**config.mk**
```make
export PLATFORM = sky130hd
export DESIGN_NAME = ppc_function_extent_scanner
export DESIGN_NICKNAME = d
export VERILOG_FILES = /design/src/pfes_pkg.sv /design/src/pfes_decode.sv /design/src/pfes_core.sv /design/src/ppc_function_extent_scanner.sv
export SDC_FILE = /design/constraint.sdc
export NUM_CORES = 1
export LEC_CHECK = 0
export BUFFER_PORTS_ARGS = -buffer_cell sky130_fd_sc_hd__buf_2
export CORE_UTILIZATION = 32
export CTS_BUF_LIST = sky130_fd_sc_hd__clkbuf_16
export CTS_CLUSTER_SIZE = 40
export DETAILED_ROUTE_END_ITERATION = 10
export HOLD_SLACK_MARGIN = 0.1
export SLEW_MARGIN = 5
export SYNTH_ARGS = -nofsm -noshare
export SYNTH_HDL_FRONTEND = slang
export SYNTH_HIERARCHICAL = 1
export SYNTH_SLANG_ARGS = --single-unit
```
**constraint.sdc**
```tcl
create_clock -name clk -period 13.42 [get_ports clk]
set_clock_uncertainty 0.15 [all_clocks]
set_input_delay 0.671 -clock clk [delete_from_list [all_inputs] [get_ports clk]]
set_output_delay 0.671 -clock clk [all_outputs]
set_load 0.005 [all_outputs]
```
**src/pfes_pkg.sv**
```systemverilog
// ----------------------------------------------------------------------------
// pfes_pkg
// Shared types and constants for the function extent scanner: PowerPC opcode
// fields, end causes and the structures passed between the scanner modules.
// ----------------------------------------------------------------------------
package pfes_pkg;

	localparam int unsigned WORD_W  = 32;
	localparam int unsigned COUNT_W = 16;

	localparam logic [WORD_W-1:0] CODE_BLR  = 32'h4E80_0020;
	localparam logic [WORD_W-1:0] CODE_BCTR = 32'h4E80_0420;

	localparam logic [5:0] OP_BC = 6'd16;
	localparam logic [5:0] OP_B  = 6'd18;
	localparam logic [5:0] OP_XL = 6'd19;
	localparam logic [5:0] OP_X  = 6'd31;

	localparam logic [9:0] XO_BCLR  = 10'd16;
	localparam logic [9:0] XO_BCCTR = 10'd528;
	localparam logic [9:0] XO_MFSPR = 10'd339;

	// The SPR field is stored with its two halves swapped; LR is SPR 8.
	localparam logic [4:0] SPR_LR_LO = 5'd8;
	localparam logic [4:0] SPR_LR_HI = 5'd0;

	localparam logic [COUNT_W-1:0] BLOCK_MAX = '1;

	localparam logic [WORD_W-1:0] WORD_STEP = 32'd4;

	typedef enum logic [0:0] {
		CFG_START_ADDRESS = 1'b0,
		CFG_END_BOUND     = 1'b1
	} pfes_cfg_idx_t;

	typedef enum logic [2:0] {
		CAUSE_NONE   = 3'd0,
		CAUSE_ZERO   = 3'd1,
		CAUSE_BLR    = 3'd2,
		CAUSE_BCTR   = 3'd3,
		CAUSE_BACK   = 3'd4,
		CAUSE_BEFORE = 3'd5,
		CAUSE_THUNK  = 3'd6,
		CAUSE_BOUND  = 3'd7
	} pfes_cause_t;

	typedef struct packed {
		logic              is_zero;
		logic              is_blr;
		logic              is_bctr;
		logic              is_b;
		logic              is_bc;
		logic              is_bxr;
		logic              is_mflr;
		logic              aa;
		logic              lk;
		logic [WORD_W-1:0] disp;
	} pfes_dec_t;

	typedef struct packed {
		logic [WORD_W-1:0]  cur_address;
		logic [WORD_W-1:0]  far_target;
		logic [COUNT_W-1:0] block_count;
		logic               inside_block;
		logic               has_prolog;
		logic               finished;
	} pfes_state_t;

	typedef struct packed {
		logic [WORD_W-1:0]  word_address;
		logic               done_res;
		logic [WORD_W-1:0]  end_addr;
		pfes_cause_t        cause;
		logic [COUNT_W-1:0] block_total;
		logic               prolog_seen;
	} pfes_result_t;

endpackage

```
**src/pfes_decode.sv**
```systemverilog
// ----------------------------------------------------------------------------
// pfes_decode
// Classifies one big-endian PowerPC instruction word by its primary and
// extended opcode fields and extracts the branch displacement.
// ----------------------------------------------------------------------------
module pfes_decode (
	input  logic [31:0]         instr_word,
	output pfes_pkg::pfes_dec_t dec
);
	import pfes_pkg::*;

	logic [5:0]        prim;
	logic [9:0]        xo;
	logic [WORD_W-1:0] li;
	logic [WORD_W-1:0] bd;

	assign prim = instr_word[31:26];
	assign xo   = instr_word[10:1];
	assign li   = {{6{instr_word[25]}}, instr_word[25:2], 2'b00};
	assign bd   = {{16{instr_word[15]}}, instr_word[15:2], 2'b00};

	always_comb begin
		dec.is_zero = (instr_word == '0);
		dec.is_blr  = (instr_word == CODE_BLR);
		dec.is_bctr = (instr_word == CODE_BCTR);
		dec.is_b    = (prim == OP_B);
		dec.is_bc   = (prim == OP_BC);
		dec.is_bxr  = (prim == OP_XL) && ((xo == XO_BCLR) || (xo == XO_BCCTR));
		dec.is_mflr = (prim == OP_X) && (xo == XO_MFSPR) &&
			(instr_word[20:16] == SPR_LR_LO) && (instr_word[15:11] == SPR_LR_HI);
		dec.aa      = instr_word[1];
		dec.lk      = instr_word[0];
		dec.disp    = (prim == OP_B) ? li : bd;
	end

endmodule

```
**src/pfes_core.sv**
```systemverilog
// ----------------------------------------------------------------------------
// pfes_core
// Scan state and the single-pass update for one instruction word: branch
// target tracking, block counting, prolog detection and end detection.
// ----------------------------------------------------------------------------
module pfes_core (
	input  logic                   clk,
	input  logic                   arst_n,
	input  logic                   step_en,
	input  logic                   first,
	input  logic [31:0]            instr_word,
	input  logic [31:0]            scan_base,
	input  logic [31:0]            end_bound,
	output pfes_pkg::pfes_result_t res
);
	import pfes_pkg::*;

	pfes_dec_t   dec;
	pfes_state_t st_q;
	pfes_state_t eff;
	pfes_state_t nxt;

	pfes_decode u_decode (
		.instr_word (instr_word),
		.dec        (dec)
	);

	always_comb begin
		logic [WORD_W-1:0] addr;
		logic [WORD_W-1:0] tgt;
		logic [WORD_W:0]   sum;
		logic              clear;
		logic              ends_fn;
		logic              blk_end;
		logic              done;
		logic [WORD_W-1:0] endv;
		pfes_cause_t       cause;

		eff = st_q;
		if (first) begin
			eff.cur_address  = scan_base;
			eff.far_target   = scan_base;
			eff.block_count  = '0;
			eff.inside_block = 1'b0;
			eff.has_prolog   = 1'b0;
			eff.finished     = 1'b0;
		end

		nxt        = eff;
		addr       = eff.cur_address;
		tgt        = dec.disp + (dec.aa ? '0 : addr);
		sum        = {1'b0, addr} + {1'b0, WORD_STEP};
		clear      = (eff.far_target <= addr);
		ends_fn    = 1'b0;
		blk_end    = 1'b0;
		done       = 1'b0;
		endv       = '0;
		cause      = CAUSE_NONE;

		if (!eff.finished) begin
			if (dec.is_zero) begin
				done  = 1'b1;
				endv  = addr - WORD_STEP;
				cause = CAUSE_ZERO;
			end else begin
				if ((addr == scan_base) && dec.is_mflr) begin
					nxt.has_prolog = 1'b1;
				end
				if (!eff.inside_block && (eff.block_count != BLOCK_MAX)) begin
					nxt.block_count = eff.block_count + COUNT_W'(1);
				end

				if (dec.is_blr || dec.is_bctr) begin
					if (!(eff.far_target > addr)) begin
						ends_fn = 1'b1;
						cause   = dec.is_blr ? CAUSE_BLR : CAUSE_BCTR;
					end
					blk_end = 1'b1;
				end else if (dec.is_b) begin
					if (!dec.lk) begin
						if ((tgt >= scan_base) && (tgt < addr) && clear) begin
							ends_fn = 1'b1;
							cause   = CAUSE_BACK;
						end else if ((tgt < scan_base) && clear) begin
							ends_fn = 1'b1;
							cause   = CAUSE_BEFORE;
						end else if (!nxt.has_prolog && (nxt.block_count == COUNT_W'(1))) begin
							ends_fn = 1'b1;
							cause   = CAUSE_THUNK;
						end else if (tgt > eff.far_target) begin
							nxt.far_target = tgt;
						end
					end
					blk_end = 1'b1;
				end else if (dec.is_bc) begin
					if (!dec.lk && (tgt > eff.far_target)) begin
						nxt.far_target = tgt;
					end
					blk_end = 1'b1;
				end else if (dec.is_bxr) begin
					blk_end = 1'b1;
				end

				nxt.inside_block = !blk_end;

				if (ends_fn) begin
					done = 1'b1;
					endv = addr;
				end else begin
					nxt.cur_address = sum[WORD_W-1:0];
					if ((end_bound != '0) && (sum[WORD_W] || (sum[WORD_W-1:0] > end_bound))) begin
						done  = 1'b1;
						endv  = sum[WORD_W-1:0];
						cause = CAUSE_BOUND;
					end
				end
			end
			if (done) begin
				nxt.finished = 1'b1;
			end
		end

		res.word_address = addr;
		res.done_res     = done;
		res.end_addr     = endv;
		res.cause        = cause;
		res.block_total  = nxt.block_count;
		res.prolog_seen  = nxt.has_prolog;
	end

	always_ff @(posedge clk or negedge arst_n) begin
		if (!arst_n) begin
			st_q.cur_address  <= '0;
			st_q.far_target   <= '0;
			st_q.block_count  <= '0;
			st_q.inside_block <= 1'b0;
			st_q.has_prolog   <= 1'b0;
			st_q.finished     <= 1'b1;
		end else if (step_en) begin
			st_q <= nxt;
		end
	end

	a_done_has_cause: assert property (@(posedge clk) disable iff (!arst_n)
		step_en |-> (res.done_res == (res.cause != CAUSE_NONE)))
		else $error("End flag and end cause disagree.");

	a_done_finishes: assert property (@(posedge clk) disable iff (!arst_n)
		(step_en && res.done_res) |=> st_q.finished)
		else $error("Scan did not finish after reporting an end.");

	a_state_holds: assert property (@(posedge clk) disable iff (!arst_n)
		!step_en |=> $stable(st_q))
		else $error("Scan state changed without a word.");

	a_count_grows: assert property (@(posedge clk) disable iff (!arst_n)
		(step_en && !first) |=> (st_q.block_count >= $past(st_q.block_count)))
		else $error("Block count fell within a scan.");

endmodule

```
**src/ppc_function_extent_scanner.sv**
```systemverilog
// ----------------------------------------------------------------------------
// ppc_function_extent_scanner
// Scans a stream of PowerPC instruction words and reports where the function
// that starts at the configured address ends.
// ----------------------------------------------------------------------------
// Instruction words arrive on the input channel (in_valid, in_stall) in
// address order; a word with first set restarts the scan at the configured
// start address.
// Every accepted word yields exactly one result word on the output channel
// (out_valid, out_stall) carrying its address, the end flag and cause, the
// end address, the block count and the prolog flag.
// Configuration is written through cfg_valid/cfg_ready, index 0 being the
// start address and index 1 the end bound; cfg_ready is always high, and
// writes are expected only while no word is in flight.
// A word is registered on entry, processed combinationally against the scan
// state and registered as a result, so it passes through the input register
// and then the result register; one word per cycle is sustained while
// out_stall stays low.
// A stalled result holds; the input register stalls only when it is full and
// the result register cannot move. Reset clears both and leaves the scanner
// idle, ignoring words until one arrives with first set.
// ----------------------------------------------------------------------------
module ppc_function_extent_scanner (
	input  logic        clk,
	input  logic        arst_n,

	input  logic        in_valid,
	output logic        in_stall,
	input  logic        first,
	input  logic [31:0] instr_word,

	output logic        out_valid,
	input  logic        out_stall,
	output logic [31:0] word_address,
	output logic        done_res,
	output logic [31:0] end_addr,
	output logic [2:0]  cause,
	output logic [15:0] block_total,
	output logic        prolog_seen,

	input  logic        cfg_valid,
	output logic        cfg_ready,
	input  logic [0:0]  cfg_index,
	input  logic [31:0] cfg_data
);
	import pfes_pkg::*;

	logic [WORD_W-1:0] scan_base_q;
	logic [WORD_W-1:0] end_bound_q;

	logic              valid_s1;
	logic              first_s1;
	logic [WORD_W-1:0] word_s1;

	logic              valid_s2;
	pfes_result_t      res_s2;
	pfes_result_t      res;

	logic              advance;
	logic              step_en;

	assign cfg_ready = 1'b1;

	always_ff @(posedge clk or negedge arst_n) begin
		if (!arst_n) begin
			scan_base_q <= '0;
			end_bound_q <= '0;
		end else if (cfg_valid && cfg_ready) begin
			unique case (pfes_cfg_idx_t'(cfg_index))
				CFG_START_ADDRESS: scan_base_q <= cfg_data;
				CFG_END_BOUND:     end_bound_q <= cfg_data;
				default:           ;
			endcase
		end
	end

	assign advance  = !valid_s2 || !out_stall;
	assign step_en  = valid_s1 && advance;
	assign in_stall = valid_s1 && !advance;

	always_ff @(posedge clk or negedge arst_n) begin
		if (!arst_n) begin
			valid_s1 <= 1'b0;
		end else if (!in_stall) begin
			valid_s1 <= in_valid;
		end
	end

	always_ff @(posedge clk) begin
		if (in_valid && !in_stall) begin
			first_s1 <= first;
			word_s1  <= instr_word;
		end
	end

	pfes_core u_core (
		.clk        (clk),
		.arst_n     (arst_n),
		.step_en    (step_en),
		.first      (first_s1),
		.instr_word (word_s1),
		.scan_base  (scan_base_q),
		.end_bound  (end_bound_q),
		.res        (res)
	);

	always_ff @(posedge clk or negedge arst_n) begin
		if (!arst_n) begin
			valid_s2 <= 1'b0;
		end else if (advance) begin
			valid_s2 <= valid_s1;
		end
	end

	always_ff @(posedge clk) begin
		if (step_en) begin
			res_s2 <= res;
		end
	end

	assign out_valid    = valid_s2;
	assign word_address = res_s2.word_address;
	assign done_res     = res_s2.done_res;
	assign end_addr     = res_s2.end_addr;
	assign cause        = res_s2.cause;
	assign block_total  = res_s2.block_total;
	assign prolog_seen  = res_s2.prolog_seen;

endmodule

```
==> flow_metrics.py <==
metrics = {
    "floorplan": {
        "dieArea_um2": 64530,
        "rows": 92,
        "die_h_um": 254.0,
        "initial_core_util_pct": 32.28,
        "die_w_um": 254.0,
        "ios": 159,
        "coreArea_um2": 62970,
    },
    "placed_design": {
        "place_congestion": 0.9370,
        "numPortBuffers": 157,
        "place_ws_ns": 4.098,
        "hpwl_mm": 50.88,
    },
    "clock_network": {
        "cts_buffers": 34,
        "cts.path.max_buffers": 3,
        "cts_resized": 0,
        "clkSlewWorstSetupHoldPaths_ns": 0.06,
        "cts_tree": "done",
        "clk_latency_ns": 0.56,
        "cts-root-buf": "clkbuf_16",
        "cts.sinks": 267,
        "h-tree-depth": 2,
    },
    "timing": {
        "hold_viol_final": 0,
        "period_share_pct": 70.38,
        "finalSetupViolCount": 0,
        "setup_tns_ns": 0,
        "finalWorstSetupSlack_ns": 3.975,
        "fmax_ghz": 0.1059,
        "slew_headroom_pct": 23.45,
        "tightest_slew_ns": 1.148,
        "report.final.slew_viol_count": 0,
        "period_minus_slack_ns": 9.445,
        "rsz0062_at_grt": "false",
    },
    "run": {
        "max-cap-violations": 0,
    },
    "yosys": {
        "yosysTopAreaCell": "dfrtp_1",
        "synth_top_family_by_area": "simple AND/OR/NAND/NOR gates",
        "synthFlopType": "dfrtp_1",
        "synth_compound_area_share_pct": 13.41,
        "synthCells": 2125,
        "synth-edff-count": 118,
        "synth_simple_gate_area_share_pct": 16.53,
        "seq_area_frac_synth_pct": 35.78,
        "synth_area_leaders": "dfrtp_1, edfxtp_1, ha_1",
        "yosysUniqueCellTypes": 96,
        "synth_common_cells": "ha_1, inv_1, dfrtp_1",
        "synth_xor_area_share_pct": 6.464,
        "yosys.area.top_type_share_pct": 18.22,
        "yosysMostFrequentCell": "ha_1",
        "ys_warn_count": 6,
        "ys_async_sr_fraction_pct": 55.81,
        "syn_area_per_cell_um2": 9.565,
        "synth_seq_cells": 267,
        "synthAdderAreaFrac_pct": 11.98,
        "netlist_area_um2": 20330,
        "synthMuxAreaShare_pct": 8.938,
    },
    "hold_path": {
        "hold_class": "in2reg",
        "hold_start": "instr_word[6]",
    },
    "worst_setup_path": {
        "cp-startpoint": "first_s1$_DFFE_PP_",
        "crit_top_cell": "buf_4",
        "cp_data_required_time_ns": 13.64,
        "worstPathBufferInverterCount": 5,
        "crit_family": "compound AO/OA/AOI/OAI gates",
        "crit_slowest_cell": "nor3_4",
        "crit_fanout": 109,
        "arrival_ns": 9.67,
        "r2r-start": "first_s1$_DFFE_PP_",
        "end_kind": "flop",
        "crit_path_max_incr_delay_ns": 0.91,
        "startpoint_type": "flop",
        "critical_path_class": "reg2reg",
    },
    "global_route": {
        "grt_antenna_before_repair": 0,
        "overflow": 0,
        "grt_pass1_wl_mm": 100.0,
        "track_usage_pct": 20.41,
        "grt_pass1_vias": 16300,
        "grt_start_max_net_pins": 110,
    },
    "detailed_routing": {
        "viasPerCell": 5.392,
        "drt_iter0_drc": 1310,
        "routedWlPerCell_um": 21.21,
        "vias": 16800,
        "wl_mm": 66.09,
        "dr.pass1.iters": 6,
        "drc_errors": 0,
        "ant_nets": 0,
    },
    "layout": {
        "nNetsFinal": 2509,
        "area_growth_pct": 12.86,
        "fill_cells": 6334,
        "final_util_pct": 36.43,
        "drive_above_1_share_pct": 17.84,
        "antennaDiodeCount": 0,
    },
    "pwr": {
        "p_per_area_nw_per_um2": 168.9,
        "p_leak_nw": 9.767,
        "irDropWorstVdd_v": 0.00007940,
    },
    "run_status": {
        "outcome": "complete, no violations",
    },
}
==> layer usage <==
layer / global-route usage, % / share of wire, % / wire, µm / vias to the layer above
met5: 0 / 0 / 0 / -
li1: - / - / - / 7971
met1: 28.85 / 46 / 30640 / 8124
met4: 6.885 / 3.1 / 2053 / 0
met2: 32.15 / 45 / 29600 / 609
met3: 2.294 / 5.7 / 3794 / 97
==> sequential cells by signal, summed over array words and instances (netlist names), 3 cells and up <==
register / count
word_s1: 32
end_addr: 32
block_total: 16
word_address: 32
u_core/st_q: 83
cause: 3
scan_base_q: 32
end_bound_q: 32
==> metrics by stage <==
stage                     hold WS, ns  std cells  total power, mW  area (µm²)
after global routing           0.1278       3116            4.138       22940
after CTS                      0.1210       3116            3.874       22940
final                          0.1485       3116            3.875       22940
after floorplan                0.2254       2126            2.350       20330
after global placement         0.3058       3053            2.892       21820
after detailed placement       0.3153       3053            2.938       21820
==> power by group <==
group          internal, mW  leakage [nW]  switching (mW)  total [mW]
Clock                 0.516         0.563           0.399       0.915
Sequential             1.03          2.95           0.152        1.19
Combinational         0.691          6.26            1.08        1.77
==> kinds of logic after synthesis <==
family | after synthesis
xor gates and xnor gates | 150
DFF | 267
muxes | 162
other | 2
and+or+nand+nor | 637
buffers and inverters | 293
AOI/OAI and AO/OA | 420
adders and majority gates | 194
==> cells in the final DEF (no fill, tap or decap), types with 44 or more instances in the layout <==
cell type | Yosys | final
nor2_1 | 135 | 134
nor3_1 | 48 | 47
edfxtp_1 | 118 | 118
ha_1 | 193 | 193
nand3_1 | 59 | 59
mux2_2 | 96 | 96
nand4_1 | 60 | 60
a21oi_1 | 138 | 138
buf_4 | 49 | 44
inv_1 | 165 | 171
nand2_1 | 146 | 146
xnor2_1 | 123 | 123
o21ai_0 | 77 | 77
buf_2 | 10 | 156
dfrtp_1 | 148 | 148
mux2i_1 | 51 | 51
==> cell type report <==
class	count	area [µm²]	share of cell area (%)
flip-flops and latches	267	7273	31.71
clock inverters	26	207.7	0.9054
well taps	846	1059	4.614
inverters	172	645.6	2.814
multi-input cells	1566	11700	51.01
clock buffers	36	900.9	3.927
repair buffers	203	1152	5.023
==> final timing paths <==
kind,endpoint,slack (ns),cells past startpoint
max,end_addr[25]$_DFFE_PP_,3.97,27
min,word_s1[6]$_DFFE_PP_,0.15,1
max reg2reg,end_addr[25]$_DFFE_PP_,3.97,27
min reg2reg,u_core/st_q[0]$_DFFE_PN1P_,0.33,2
max in group asynchronous,out_valid$_DFFE_PN0P_,11.07,3
min in group asynchronous,scan_base_q[30]$_DFFE_PN0P_,0.62,2
==> what timing repair did <==
item,CTS,global route
buffers inserted,0,0
setup endpoints to repair,0,0
endpoints found under the hold margin,85,0
hold buffers,1,0
Power figures use the tool's default switching activity.
